--- config.mk ---
export PLATFORM = sky130hd
export DESIGN_NAME = tsf_front_flat
export DESIGN_NICKNAME = d
export VERILOG_FILES = /design/src/rtl/tsf_pkg.sv /design/src/rtl/tsf_in_if.sv /design/src/rtl/tsf_cfg_if.sv /design/src/rtl/tsf_front.sv /design/src/flat_wrapper.sv
export SDC_FILE = /design/constraint.sdc
export NUM_CORES = 1
export LEC_CHECK = 0
export BUFFER_PORTS_ARGS = -buffer_cell sky130_fd_sc_hd__buf_2
export CAP_MARGIN = 10
export CORE_AREA = 2 2 154 156
export CTS_CLUSTER_DIAMETER = 100
export DETAILED_ROUTE_END_ITERATION = 7
export DIE_AREA = 0 0 156 158
export PLACE_DENSITY = 0.34
export RECOVER_POWER = 50
export SYNTH_ARGS = -nofsm -noshare
export SYNTH_HDL_FRONTEND = slang
export SYNTH_SLANG_ARGS = --single-unit
export TNS_END_PERCENT = 100
--- constraint.sdc ---
create_clock -name clk -period 1.3 [get_ports clk]
set_input_delay 0.26 -clock clk [delete_from_list [all_inputs] [get_ports clk]]
set_output_delay 0.26 -clock clk [all_outputs]
set_load 0.005 [all_outputs]
--- src/rtl/tsf_pkg.sv ---
// Shared types and constants for the textured span texel fetch block.
// Holds the channel payloads, the item codes and the texel address function.
// Depends on nothing; every other source file but tsf_queue imports it.
package tsf_pkg;

  typedef enum logic [1:0] {
    MODE_TEXEL   = 2'd0,
    MODE_PALETTE = 2'd1,
    MODE_DRAW    = 2'd2
  } mode_t;

  localparam logic [1:0] REG_WIDTH_LOG2    = 2'd0;
  localparam logic [1:0] REG_HEIGHT_LOG2   = 2'd1;
  localparam logic [1:0] REG_PALETTED_MODE = 2'd2;

  localparam int CountBits = 7;
  localparam int Log2Bits  = 5;
  localparam logic [Log2Bits-1:0] Log2Max = 5'd16;

  typedef struct packed {
    logic [1:0]           mode;
    logic [15:0]          load_index;
    logic [31:0]          load_value;
    logic                 load_alpha;
    logic [31:0]          u_start;
    logic [31:0]          v_start;
    logic [31:0]          u_step;
    logic [31:0]          v_step;
    logic [CountBits-1:0] pixel_count;
  } in_item_t;

  typedef struct packed {
    logic [31:0] pixel_color;
    logic        write_enable;
    logic        last_pixel;
  } out_item_t;

  typedef struct packed {
    mode_t                kind;
    logic [15:0]          index;
    logic [31:0]          value;
    logic                 alpha;
    logic [31:0]          u;
    logic [31:0]          v;
    logic [31:0]          du;
    logic [31:0]          dv;
    logic [CountBits-1:0] count;
  } entry_t;

  typedef struct packed {
    logic [Log2Bits-1:0] u_bits;
    logic [Log2Bits-1:0] v_bits;
    logic                paletted;
  } cfg_t;

  // Wrapped texel address: integer parts masked, v placed above u.
  function automatic logic [31:0] texel_addr(input logic [31:0] u, input logic [31:0] v,
                                             input logic [Log2Bits-1:0] ub,
                                             input logic [Log2Bits-1:0] vb);
    logic [16:0] um;
    logic [16:0] vm;
    logic [31:0] pu;
    logic [31:0] pv;
    um = (17'd1 << ub) - 17'd1;
    vm = (17'd1 << vb) - 17'd1;
    pu = {16'd0, u[31:16] & um[15:0]};
    pv = {16'd0, v[31:16] & vm[15:0]} << ub;
    return pu | pv;
  endfunction

endpackage

--- src/rtl/tsf_in_if.sv ---
// Input item channel: valid, ready and one span or load item.
// Depends on tsf_pkg.
interface tsf_in_if import tsf_pkg::*; ();
  logic     valid;
  logic     ready;
  in_item_t data;

  modport source (output valid, output data, input ready);
  modport sink (input valid, input data, output ready);
endinterface

--- src/rtl/tsf_cfg_if.sv ---
// Configuration write channel: valid, ready, register index and write data.
// Depends on tsf_pkg.
interface tsf_cfg_if import tsf_pkg::*; ();
  logic                valid;
  logic                ready;
  logic [1:0]          index;
  logic [Log2Bits-1:0] wdata;

  modport source (output valid, output index, output wdata, input ready);
  modport sink (input valid, input index, input wdata, output ready);
endinterface

--- src/rtl/tsf_front.sv ---
// Front end: holds the configuration registers, accepts items and classifies
// them into queue entries. Depends on tsf_pkg and the channel interfaces.
module tsf_front import tsf_pkg::*; #(
  parameter int MAX_SPAN_PIXELS = 64
) (
  input  logic         clk,
  input  logic         rst,
  tsf_in_if.sink       items,
  tsf_cfg_if.sink      cfg,
  output logic         q_push,
  output entry_t       q_entry,
  input  logic         q_full,
  output cfg_t         cfg_state
);
  logic [Log2Bits-1:0]  width_log2;
  logic [Log2Bits-1:0]  height_log2;
  logic                 paletted_mode;
  logic                 is_load;
  logic                 is_draw;
  logic [CountBits-1:0] count_sat;

  assign cfg.ready = 1'b1;

  always_ff @(posedge clk) begin
    if (rst) begin
      width_log2    <= Log2Bits'(8);
      height_log2   <= Log2Bits'(8);
      paletted_mode <= 1'b0;
    end else if (cfg.valid && cfg.ready) begin
      case (cfg.index)
        REG_WIDTH_LOG2:    width_log2    <= cfg.wdata;
        REG_HEIGHT_LOG2:   height_log2   <= cfg.wdata;
        REG_PALETTED_MODE: paletted_mode <= cfg.wdata[0];
        default: ;
      endcase
    end
  end

  assign cfg_state.u_bits   = (width_log2 > Log2Max) ? Log2Max : width_log2;
  assign cfg_state.v_bits   = (height_log2 > Log2Max) ? Log2Max : height_log2;
  assign cfg_state.paletted = paletted_mode;

  assign count_sat = (items.data.pixel_count > CountBits'(MAX_SPAN_PIXELS))
                     ? CountBits'(MAX_SPAN_PIXELS) : items.data.pixel_count;

  assign is_load = (items.data.mode == MODE_TEXEL) || (items.data.mode == MODE_PALETTE);
  assign is_draw = (items.data.mode == MODE_DRAW) && (count_sat != '0);

  assign items.ready = !q_full;
  assign q_push      = items.valid && !q_full && (is_load || is_draw);

  always_comb begin
    q_entry.kind  = mode_t'(items.data.mode);
    q_entry.index = items.data.load_index;
    q_entry.value = items.data.load_value;
    q_entry.alpha = items.data.load_alpha;
    q_entry.u     = items.data.u_start;
    q_entry.v     = items.data.v_start;
    q_entry.du    = items.data.u_step;
    q_entry.dv    = items.data.v_step;
    q_entry.count = count_sat;
  end
endmodule

--- src/flat_wrapper.sv ---
// flat-port wrapper written by rule: the top's interface ports become plain ports
module tsf_front_flat import tsf_pkg::*;
#(
  parameter int MAX_SPAN_PIXELS = 64
)
  (clk, rst, q_push, q_entry, q_full, cfg_state, items_valid, items_data, items_ready, cfg_valid, cfg_index, cfg_wdata, cfg_ready);
  tsf_in_if items_i ();
  tsf_cfg_if cfg_i ();
  input  logic clk;
  input  logic rst;
  output logic q_push;
  output entry_t q_entry;
  input  logic q_full;
  output cfg_t cfg_state;
  input wire logic [$bits(items_i.valid)-1:0] items_valid;
  input wire logic [$bits(items_i.data)-1:0] items_data;
  output wire logic [$bits(items_i.ready)-1:0] items_ready;
  input wire logic [$bits(cfg_i.valid)-1:0] cfg_valid;
  input wire logic [$bits(cfg_i.index)-1:0] cfg_index;
  input wire logic [$bits(cfg_i.wdata)-1:0] cfg_wdata;
  output wire logic [$bits(cfg_i.ready)-1:0] cfg_ready;
  assign items_i.valid = items_valid;
  assign items_i.data = items_data;
  assign items_ready = items_i.ready;
  assign cfg_i.valid = cfg_valid;
  assign cfg_i.index = cfg_index;
  assign cfg_i.wdata = cfg_wdata;
  assign cfg_ready = cfg_i.ready;
  tsf_front #(.MAX_SPAN_PIXELS(MAX_SPAN_PIXELS)) u_core (.clk(clk), .rst(rst), .items(items_i), .cfg(cfg_i), .q_push(q_push), .q_entry(q_entry), .q_full(q_full), .cfg_state(cfg_state));
endmodule
==> reports/metrics.cfg <==
[placed_design]
port_buffers=42
dp_hpwl_mm=4.544
placed_area_um2=1155
place_congestion=0.5691

[floorplanning]
die-width_um=156
initial_core_util_pct=8.521
chipHeight_um=158
ios=398
fp.coreArea_um2=23050
die-area_um2=24650
rows=56

[yosys]
synthTopCellsByCount=181 x buf_4, 14 x nand2b_1, 14 x nor2b_1
synth_seq_area_share_pct=11.21
syn_area_per_cell_um2=7.921
yosysTopAreaCell=buf_4
ys_warn_count=0
ys_async_sr_fraction_pct=0
synth_area_um2=1964
syn_inst=248
synth.distinct_cells=17
syn-num-nets=446
synth_most_common_cell=buf_4
synthFlopType=dfxtp_1
ys_ff_latch=11
synth_area_leaders=buf_4 69%, dfxtp_1 11%, mux2i_1 5.6%, nand2b_1 4.5%, nor2b_1 4.5%
synth_top_area_share_pct=69.17
synth_edf_count=0

[pwr]
p_int_uw=840.8
power.leakage_uw=0.0004767
power_density_nw_per_um2=858.5
totalPowerFinal_uw=1076
pwr-share-clk_pct=52.8
power.switching_uw=235.5
power_frac_seq_pct=33.5
switching_share_pct=21.88
peakVddDrop_v=0.0003790
power_frac_comb_pct=13.7

[grt]
grt.overflow.total=0
antenna_found_initial=0
grt.total_usage_pct=3.636
grt_pass1_wl_mm=6.223
grt_pass1_vias=848
grt_max_degree=17

[hold_path]
min_path_type=in2reg
min_from=cfg_wdata[2]
holdPathStages=3

[setup_path]
required_ns=1.04
rr_worst_depth=2
cp-startpoint=items_data[185]
reg2reg_from=u_core.height_log2[4]$_SDFFE_PP0P_
startpoint_type=primary input
path_max_fanout=3
crit_type=in2out
setup.worst_path.end_class=output pin
cp_data_arrival_time_ns=0.96

[status]
status=finished clean

[final_layout]
drive_gt1_share_pct=47.22
nNetsFinal=307
antenna_cells=0
design_area_um2=1254
syn2layout_area_growth_pct=-36.18

[sta]
fin_skew_ns=0
slew_viol_final=0
setup_viol=0
fin_crit_ns=1.217
holdWs_ns=0.3205
clock.fmax_mhz=821.4
rsz0062_at_grt=true
tns_ns=0
hold_viol=0
finalCritPeriodShare_pct=93.65

[clocking]
clockBufferDepth=2
hold_buffers=0
cts_post_setup_buffers_inserted=0
clock_sinks=11
clk_latency_ns=0.24
cts_resized=2
cts_tree=yes
cts_max_level=1
cts-root-buf=clkbuf_16
clkTransAtPathRegs_ns=0.04
numCtsBuffers=3

[drt]
drt_iter0_markers=13
wl_per_cell_um=12.92
routed_wl_mm=5.141
dr.pass1.iters=2
drc_errors=0
viasPerCell=2.008
ant_nets=0
via_count=799

[flow_run]
max-cap-violations=0

-- power by group through the flow --
stage / Clock, uW / Combinational [uW] / Sequential (uW)
finish: 568 / 148 / 360
global route: 610 / 165 / 362
CTS: 584 / 154 / 361
detailed placement: 0 / 150 / 367
global placement: 0 / 149 / 366
floorplan: 0 / 514 / 362
-- state kept, by name, summed over array words and instances, names as in the netlist --
register,flops
u_core.width_log2,5
u_core.height_log2,5
u_core.paletted_mode,1
-- layout by cell type, fill, tap and decap left out --
cell	Yosys	layout
dfxtp_1	11	10
buf_2	1	42
mux2i_1	11	11
clkbuf_1	4	1
inv_1	1	1
nor2b_1	14	14
nand3b_1	1	1
dfxtp_2	0	1
nor4b_2	0	1
conb_1	1	1
clkbuf_16	0	3
nor4_2	0	1
or3b_1	1	1
nor2_1	3	3
and3b_2	1	1
nand2b_1	14	14
buf_4	181	1
a221oi_2	0	1
-- routing by layer --
layer | routed length [um] | vias up | track usage, %
met5 | 0 | - | 0
met1 | 1078 | 322 | 2.092
met4 | 689 | 0 | 5.199
li1 | - | 296 | -
met2 | 2511 | 109 | 6.426
met3 | 862 | 72 | 2.080
-- layout make-up --
cell class / count / area (um2)
Timing Repair Buffer: 43 / 217.7
Multi-Input combinational cell: 49 / 369.1
Inverter: 1 / 3.754
Clock buffer: 4 / 78.83
Sequential cell: 11 / 221.5
Fill cell: 2696 / 21800
Tap cell: 290 / 362.8
-- cells by family after synthesis --
logic type	count (synthesis)	synth area share, %
buffers and inverters	188	70.95
AND/OR/NAND/NOR	36	11.59
other	1	0.1909
flip-flops	11	11.21
AO/OA/AOI/OAI	1	0.4459
multiplexers	11	5.605
-- critical path: stages --
cell	delay, ns
buf_2	0.11
nor4b_2	0.15
a221oi_2	0.25
buf_2	0.18
-- metrics by stage --
| stage | worst slack (ns) | cells | util, % |
|---|---|---|---|
| 6_report | 0.08251 | 398 | 5.439 |
| 5_1_grt | -0.002890 | 398 | 5.439 |
| 2_1_floorplan | 0.3041 | 248 | - |
| 3_5_place_dp | -0.06766 | 394 | 5.010 |
| 4_1_cts | 0.02281 | 398 | 5.406 |
| 3_3_place_gp | -0.05074 | 394 | 5.010 |
-- path summary, 6_finish.rpt --
| kind | to | slack (ns) |
|---|---|---|
| hold / removal | u_core.width_log2[2]$_SDFFE_PP0P_ | 0.32 |
| setup / recovery | q_push | 0.08 |
| hold reg to reg | u_core.height_log2[1]$_SDFFE_PP0P_ | 0.48 |
| setup reg to reg | u_core.height_log2[4]$_SDFFE_PP0P_ | 0.59 |
Note: power is estimated with default switching activity, not from simulation.
