[config.mk]
export PLATFORM = sky130hd
export DESIGN_NAME = tsf_queue
export DESIGN_NICKNAME = d
export VERILOG_FILES = /design/src/rtl/tsf_queue.sv
export SDC_FILE = /design/constraint.sdc
export NUM_CORES = 1
export LEC_CHECK = 0
export BUFFER_PORTS_ARGS = -buffer_cell sky130_fd_sc_hd__buf_4
export CORE_AREA = 2 2 39 41
export DETAILED_ROUTE_END_ITERATION = 10
export DIE_AREA = 0 0 41 43
export GPL_ROUTABILITY_DRIVEN = 0
export SLEW_MARGIN = 40
export SYNTH_ARGS = -nofsm -noshare
export SYNTH_HDL_FRONTEND = slang
export SYNTH_SLANG_ARGS = --single-unit
[constraint.sdc]
create_clock -name clk -period 1.79 [get_ports clk]
set_input_delay 0.2685 -clock clk [delete_from_list [all_inputs] [get_ports clk]]
set_output_delay 0.2685 -clock clk [all_outputs]
set_load 0.01 [all_outputs]
[src/rtl/tsf_queue.sv]
// Small first-in first-out queue of any packed type, with a fill level.
// Depends on nothing beyond the type handed in.
module tsf_queue #(
  parameter type T = logic,
  parameter int DEPTH = 2
) (
  input  logic                       clk,
  input  logic                       rst,
  input  logic                       push_valid,
  input  T                           push_data,
  output logic                       full,
  output logic                       pop_valid,
  output T                           pop_data,
  input  logic                       pop_ready,
  output logic [$clog2(DEPTH+1)-1:0] level
);
  localparam int AW = (DEPTH > 1) ? $clog2(DEPTH) : 1;
  localparam int LW = $clog2(DEPTH+1);

  T                mem [DEPTH];
  logic [AW-1:0]   wr_ptr;
  logic [AW-1:0]   rd_ptr;
  logic [LW-1:0]   count;
  logic            do_push;
  logic            do_pop;

  assign full      = (count == LW'(DEPTH));
  assign pop_valid = (count != '0);
  assign pop_data  = mem[rd_ptr];
  assign level     = count;
  assign do_push   = push_valid && !full;
  assign do_pop    = pop_valid && pop_ready;

  always_ff @(posedge clk) begin
    if (rst) begin
      wr_ptr <= '0;
      rd_ptr <= '0;
      count  <= '0;
    end else begin
      if (do_push) begin
        wr_ptr <= (wr_ptr == AW'(DEPTH-1)) ? '0 : wr_ptr + AW'(1);
      end
      if (do_pop) begin
        rd_ptr <= (rd_ptr == AW'(DEPTH-1)) ? '0 : rd_ptr + AW'(1);
      end
      if (do_push && !do_pop) begin
        count <= count + LW'(1);
      end else if (do_pop && !do_push) begin
        count <= count - LW'(1);
      end
    end
  end

  always_ff @(posedge clk) begin
    if (do_push) begin
      mem[wr_ptr] <= push_data;
    end
  end
endmodule

==> PnR_summary.wiki, run 1 <==
{| class="wikitable"
! Metric !! Value
|-
| Final setup violation count || 0
|-
| Count of warnings emitted by yosys || 0
|-
| Max-cap violations || 0
|-
| Time the final worst path needs with I/O delays and setup || 1.555 ns
|-
| Detail Route Antenna Nets || 0
|-
| Average routed wire per standard cell || 9.018 um
|-
| Critical path depth in cells || 5
|-
| Num ports || 10
|-
| DRC violation count after routing || 0
|-
| R2R cell count || 5
|-
| Worst R2R Start || level[1]$_SDFFE_PP0P_
|-
| Start-to-end type of the worst setup path || flop to flop
|-
| Fraction of layout cells with a size suffix above 1 || 36.59%
|-
| Height of the chip || 43 um
|-
| Buffer cell driving the clock tree root || sky130_fd_sc_hd__clkbuf_4
|-
| Startpoint types || flop
|-
| Cell area after synthesis || 291.5 um^2
|-
| Number of antenna diodes || 0
|-
| Effective utilization at floorplan || 21.07%
|-
| Top cells by count, synth || sky130_fd_sc_hd__dfxtp_1, sky130_fd_sc_hd__nor2_1, sky130_fd_sc_hd__o21ai_0, sky130_fd_sc_hd__xor2_1
|-
| Final sum of negative setup slack || 0 ns
|-
| Worst Tran Pin Value || 0.2956 ns
|-
| Endpoint kind of the worst setup timing path || flop
|-
| Dominant delay contributor by cell family on the critical path || simple AND/OR/NAND/NOR gates
|-
| Cells taking the most area after synthesis || sky130_fd_sc_hd__dfxtp_1, sky130_fd_sc_hd__edfxtp_1, sky130_fd_sc_hd__xor2_1
|-
| Startpoint of the tightest hold check path || push_data
|-
| Floorplan die area || 0.001763 mm^2
|-
| Setup WS pre-CTS || 0.2441 ns
|-
| Final hold violation count || 0
|-
| Worst Clk Skew || 0.001390 ns
|-
| Unrepaired setup endpoints after global routing || no
|-
| Post-synth top area share || 34.33%
|-
| Total buffers and inverters traversed by the critical path || 0
|-
| Final HPWL from detailed placement || 399.1 um
|-
| Number of buffers added for setup after CTS || 0
|-
| Maximum ir drop on the vdd rail || 386.7 uV
|-
| Outcome || complete, no violations
|-
| Routed wire length || 514 um
|-
| Synth Area per Inst || 10.41 um^2
|-
| Number of cells upsized or downsized after cts || 0
|-
| Hold EP || mem[0]$_DFFE_PP_
|-
| Core ar. || 0.001384 mm^2
|-
| Max-Slew Margin vs Limit || 80.08%
|-
| # clock sinks || 7
|-
| Detailed-route via count || 228
|-
| Critical path's slowest cell || sky130_fd_sc_hd__dfxtp_1
|-
| Post-synth net total || 34
|-
| Initial antenna violation count || 0
|-
| List of cells traversed by the critical path || nor2b_2 -> nor2_1 -> ha_1 -> or3_1 -> a21oi_1
|-
| Clock tree from TritonCTS || done
|-
| CTS Buffer Depth || 2
|-
| CTS clock-pin slew for the worst setup and hold paths || 0.05 ns
|-
| Count of placed standard cells including taps || 53
|-
| Fmax || 642.9 MHz
|-
| Total global routing track utilization || 8.024%
|-
| Leakage Power || 0.1857 nW
|-
| Critical register-to-register path endpoint || level[1]$_SDFFE_PP0P_
|-
| Vias/cell || 4.000
|-
| Max Transition Viols Final || 0
|-
| Cell count after synthesis || 28
|-
| Post-route clock period utilization || 86.89%
|-
| Std-Cell Rows || 14
|-
| Share of flip-flops with an asynchronous set or reset after synthesis || 0%
|-
| Clock Latency Late Sink || 0.25 ns
|-
| Vias in the first global route || 231
|-
| CP Data Arrival Time || 1.74 ns
|-
| Power density of the placed cells || 1644 mW/mm^2
|-
| Num CTS Buffers || 3
|-
| Global-route wire length before repair || 869 um
|-
| Biggest area consumer among synthesized cells || sky130_fd_sc_hd__dfxtp_1
|-
| Type of the most critical hold path || primary input to flop
|-
| Number of flip-flops and latches in the synthesized netlist || 7
|-
| Maximum single-stage delay on the critical path || 0.38 ns
|-
| Distinct cells, synth || 13
|-
| Global route overflow || 0
|-
| Cts hold-fix bufs || 0
|-
| NumNets Final || 48
|-
| Instance count along the most critical hold path || 1
|-
| Critical path required time || 1.98 ns
|-
| Library cell with the highest instance count after synthesis || sky130_fd_sc_hd__dfxtp_1
|-
| Port bufs || 9
|-
| Length of the first detailed-routing pass in iterations || 3
|-
| Least setup slack across all paths after layout || 0.2346 ns
|-
| Non-filler instance count after layout || 57
|-
| Critical path peak fanout || 6
|-
| Maximum level of the CTS H-tree || 1
|-
| Post-synth EDFFs || 2
|-
| Sequential element share of the synthesized area || 54.94%
|-
| Starting DRT DRC Count || 3
|-
| Overall die width || 41 um
|-
| Pin count of the biggest net entering global routing || 7
|-
| Area growth syn-to-layout || 39.06%
|-
| Most instantiated flip-flop cell in the synthesis netlist || sky130_fd_sc_hd__dfxtp_1
|-
| Internal reg-to-reg setup slack || 0.23 ns
|}
## worst max-delay path by stage
stage                                     start                    end
after floorplan           level[1]$_SDFFE_PP0P_  level[1]$_SDFFE_PP0P_
after CTS                 level[1]$_SDFFE_PP0P_  level[1]$_SDFFE_PP0P_
after detailed placement  level[0]$_SDFFE_PP0P_  level[1]$_SDFFE_PP0P_
final                     level[1]$_SDFFE_PP0P_  level[1]$_SDFFE_PP0P_
after global routing      level[1]$_SDFFE_PP0P_  level[1]$_SDFFE_PP0P_
after global placement    level[0]$_SDFFE_PP0P_  level[1]$_SDFFE_PP0P_
## power breakdown
group	leakage (nW)	switching [mW]	internal, mW
sequential	0.0600	0.0387	0.212
combinational	0.111	0.122	0.148
clock	0.0150	0.0597	0.0852
## layer usage
| metal | GRT usage (%) | routed length (um) |
|---|---|---|
| met1 | 7.692 | 221 |
| met2 | 10.94 | 230 |
| met3 | 4.712 | 40 |
| met4 | 8.000 | 21 |
| met5 | 0 | 0 |
## kinds of logic (layout without fill, tap and decap cells)
kind of cell | count (synthesis) | count (layout) | synth area share, %
and+or+nand+nor | 9 | 9 | 16.74
DFF | 7 | 7 | 54.94
AOI/OAI and AO/OA | 5 | 5 | 8.582
xor gates and xnor gates | 3 | 3 | 9.015
buffers and inverters | 2 | 15 | 2.576
adders and majority gates | 1 | 1 | 4.291
muxes | 1 | 1 | 3.862
## placed cells by master, fill, tap and decap left out, drive strengths merged, types with 2 or more instances in the layout
| cell type | synthesis | layout |
|---|---|---|
| o21ai | 3 | 3 |
| buf | 0 | 9 |
| or3 | 2 | 2 |
| a21oi | 2 | 2 |
| xor2 | 3 | 3 |
| clkbuf | 0 | 4 |
| edfxtp | 2 | 2 |
| dfxtp | 5 | 5 |
| nor2 | 4 | 4 |
| inv | 2 | 2 |
## through the flow
step	total power, mW	hold WS [ns]	util (%)	instance area (um^2)
after floorplan	0.4159	0.3376	-	291.5
after global placement	0.5210	0.4585	27.40	379.1
after detailed placement	0.5276	0.4615	27.40	379.1
after CTS	0.6774	0.1963	29.29	405.4
after global routing	0.7270	0.1933	29.29	405.4
final	0.6663	0.2036	29.29	405.4
## layout make-up
type	count	area [um^2]
clock buffers	4	26.28
fillers	158	978.4
inverters	2	7.507
multi-input cells	19	123.9
flip-flops and latches	7	160.2
well taps	16	20.02
repair buffers	9	67.56
No activity file was read; power rests on OpenSTA's default activity.
==> inputs of run 2 (changes only) <==
clock period = 1.62 ns   (was 1.79 ns; I/O delays follow)
==> run 2 against run 1 <==
  * Via count increased by 4.8%
  * Clock skew increased by 0.0042 ns
  * Power increased by 15%
  * Worst hold slack got worse by 0.027 ns
  * Largest power group unchanged
  * Core utilization increased by 1.6 points
  * Combinational power increased by 24%
  * Design area increased by 5.6%
  * Non-clock buffer count increased by 2
  * Highest routed layer is now met3
  * Sequential power increased by 10%
  * Final cell count increased by 3.5%
==> PnR_summary.wiki, run 2 (synthesized netlist as in run 1, its figures left out) <==
{| class="wikitable"
! Metric !! Value
|-
| Critical path required time || 1.80 ns
|-
| Leakage Power || 0.1998 nW
|-
| CTS Buffer Depth || 2
|-
| CTS clock-pin slew for the worst setup and hold paths || 0.06 ns
|-
| Vias in the first global route || 229
|-
| Worst R2R Start || level[1]$_SDFFE_PP0P_
|-
| DRC violation count after routing || 0
|-
| Maximum level of the CTS H-tree || 1
|-
| Final HPWL from detailed placement || 405.2 um
|-
| Fill cells || 157
|-
| Total global routing track utilization || 7.028%
|-
| Pin count of the biggest net entering global routing || 7
|-
| Clock tree from TritonCTS || done
|-
| Critical path peak fanout || 6
|-
| Detail Route Antenna Nets || 0
|-
| Final sum of negative setup slack || 0 ns
|-
| Highest-count cells in the layout ignoring fill and taps || sky130_fd_sc_hd__buf_4, sky130_fd_sc_hd__nor2_1, sky130_fd_sc_hd__dfxtp_1
|-
| Port bufs || 9
|-
| Setup WS pre-CTS || 0.07886 ns
|-
| Core ar. || 0.001384 mm^2
|-
| Global route overflow || 0
|-
| Type of the most critical hold path || primary input to flop
|-
| CP Data Arrival Time || 1.63 ns
|-
| Max Transition Viols Final || 0
|-
| Max-Slew Margin vs Limit || 84.72%
|-
| Clock Latency Late Sink || 0.25 ns
|-
| Multi-input gate area in the final layout || 128.9 um^2
|-
| Initial antenna violation count || 0
|-
| Starting DRT DRC Count || 2
|-
| Floorplan die area || 0.001763 mm^2
|-
| Std-Cell Rows || 14
|-
| Internal reg-to-reg setup slack || 0.17 ns
|-
| NumNets Final || 50
|-
| Num ports || 10
|-
| Critical register-to-register path endpoint || level[1]$_SDFFE_PP0P_
|-
| Startpoint types || flop
|-
| Endpoint kind of the worst setup timing path || flop
|-
| Fmax || 688.6 MHz
|-
| # clock sinks || 7
|-
| Hold EP || level[1]$_SDFFE_PP0P_
|-
| Buffer cell driving the clock tree root || sky130_fd_sc_hd__clkbuf_4
|-
| Cts hold-fix bufs || 0
|-
| Max-cap violations || 0
|-
| Area growth syn-to-layout || 46.78%
|-
| Overall die width || 41 um
|-
| Height of the chip || 43 um
|-
| Outcome || complete, no violations
|-
| Worst Clk Skew || 0.005570 ns
|-
| Final hold violation count || 0
|-
| Unrepaired setup endpoints after global routing || no
|-
| Instance count along the most critical hold path || 2
|-
| Vias/cell || 4.051
|-
| Leading cell type in the layout, fill and taps excluded || sky130_fd_sc_hd__buf_4
|-
| Maximum ir drop on the vdd rail || 432.7 uV
|-
| Average routed wire per standard cell || 8.169 um
|-
| Global-route wire length before repair || 772 um
|-
| Power density of the placed cells || 1795 mW/mm^2
|-
| Length of the first detailed-routing pass in iterations || 2
|-
| Sequential standard cell area || 161.4 um^2
|-
| Number of cells upsized or downsized after cts || 0
|-
| Final setup violation count || 0
|-
| Routed wire length || 482 um
|-
| Time the final worst path needs with I/O delays and setup || 1.452 ns
|-
| Post-route clock period utilization || 89.64%
|-
| R2R cell count || 5
|-
| Start-to-end type of the worst setup path || flop to flop
|-
| Detailed-route via count || 239
|-
| Worst Tran Pin Value || 0.2267 ns
|-
| Number of antenna diodes || 0
|-
| Effective utilization at floorplan || 21.07%
|-
| Least setup slack across all paths after layout || 0.1679 ns
|-
| Fraction of layout cells with a size suffix above 1 || 44.19%
|-
| Num CTS Buffers || 3
|-
| Number of buffers added for setup after CTS || 0
|-
| Startpoint of the tightest hold check path || rst
|}
==> run 2: cell count changes in the layout (fill, tap and decap cells not counted), sizes merged <==
cell / previous run / this run
buf: 9 / 11
clkinv: 0 / 1
clkbuf: 4 / 3
==> run 2: layout make-up <==
cell class	instances	area share, %
clock buffer	3	5.263
timing repair buffer	11	19.30
multi-input combinational	19	30.12
inverter	2	1.754
clock inverter	1	1.170
tap	16	4.678
sequential	7	37.72
==> run 2: through the flow <==
step | cells | cell area [um^2] | total power [mW] | utilization [%] | hold WS, ns
2_1_floorplan | 28 | 291.5 | 0.4596 | - | 0.3121
4_1_cts | 59 | 421.7 | 0.7684 | 30.47 | 0.1706
3_3_place_gp | 55 | 394.1 | 0.6038 | 28.48 | 0.4329
5_1_grt | 59 | 427.9 | 0.8391 | 30.92 | 0.1637
3_5_place_dp | 55 | 394.1 | 0.6093 | 28.48 | 0.4364
6_report | 59 | 427.9 | 0.7682 | 30.92 | 0.1764
==> run 2: critical path, cell delays in order (launching register included) <==
cell,delay (ns)
sky130_fd_sc_hd__dfxtp_2,0.36
sky130_fd_sc_hd__nor2b_4,0.17
sky130_fd_sc_hd__nor2_1,0.07
sky130_fd_sc_hd__ha_1,0.31
sky130_fd_sc_hd__or3_1,0.35
sky130_fd_sc_hd__a21oi_1,0.13
==> run 2: power by group <==
group	internal [mW]	switching (mW)
logic	0.192	0.144
clock network	0.0901	0.0654
registers	0.237	0.0390
total	0.520	0.248
==> run 2: metal layers <==
layer | wire, um | part of all wire (%) | up-vias | GRT usage [%]
met5 | 0 | 0 | - | 0
met4 | 0 | 0 | 0 | 8.000
met3 | 30 | 6.2 | 0 | 3.141
met2 | 251 | 52 | 5 | 10.63
met1 | 201 | 42 | 112 | 5.788
li1 | - | - | 122 | -
==> run 2: how the worst max path moves through the flow <==
stage / start / end / slack, ns
after floorplan: level[1]$_SDFFE_PP0P_ / level[1]$_SDFFE_PP0P_ / 0.07
after global placement: level[1]$_SDFFE_PP0P_ / level[1]$_SDFFE_PP0P_ / 0.09
after detailed placement: level[1]$_SDFFE_PP0P_ / level[1]$_SDFFE_PP0P_ / 0.08
after CTS: level[1]$_SDFFE_PP0P_ / level[1]$_SDFFE_PP0P_ / 0.07
after global routing: level[1]$_SDFFE_PP0P_ / level[1]$_SDFFE_PP0P_ / 0.05
final: level[1]$_SDFFE_PP0P_ / level[1]$_SDFFE_PP0P_ / 0.17
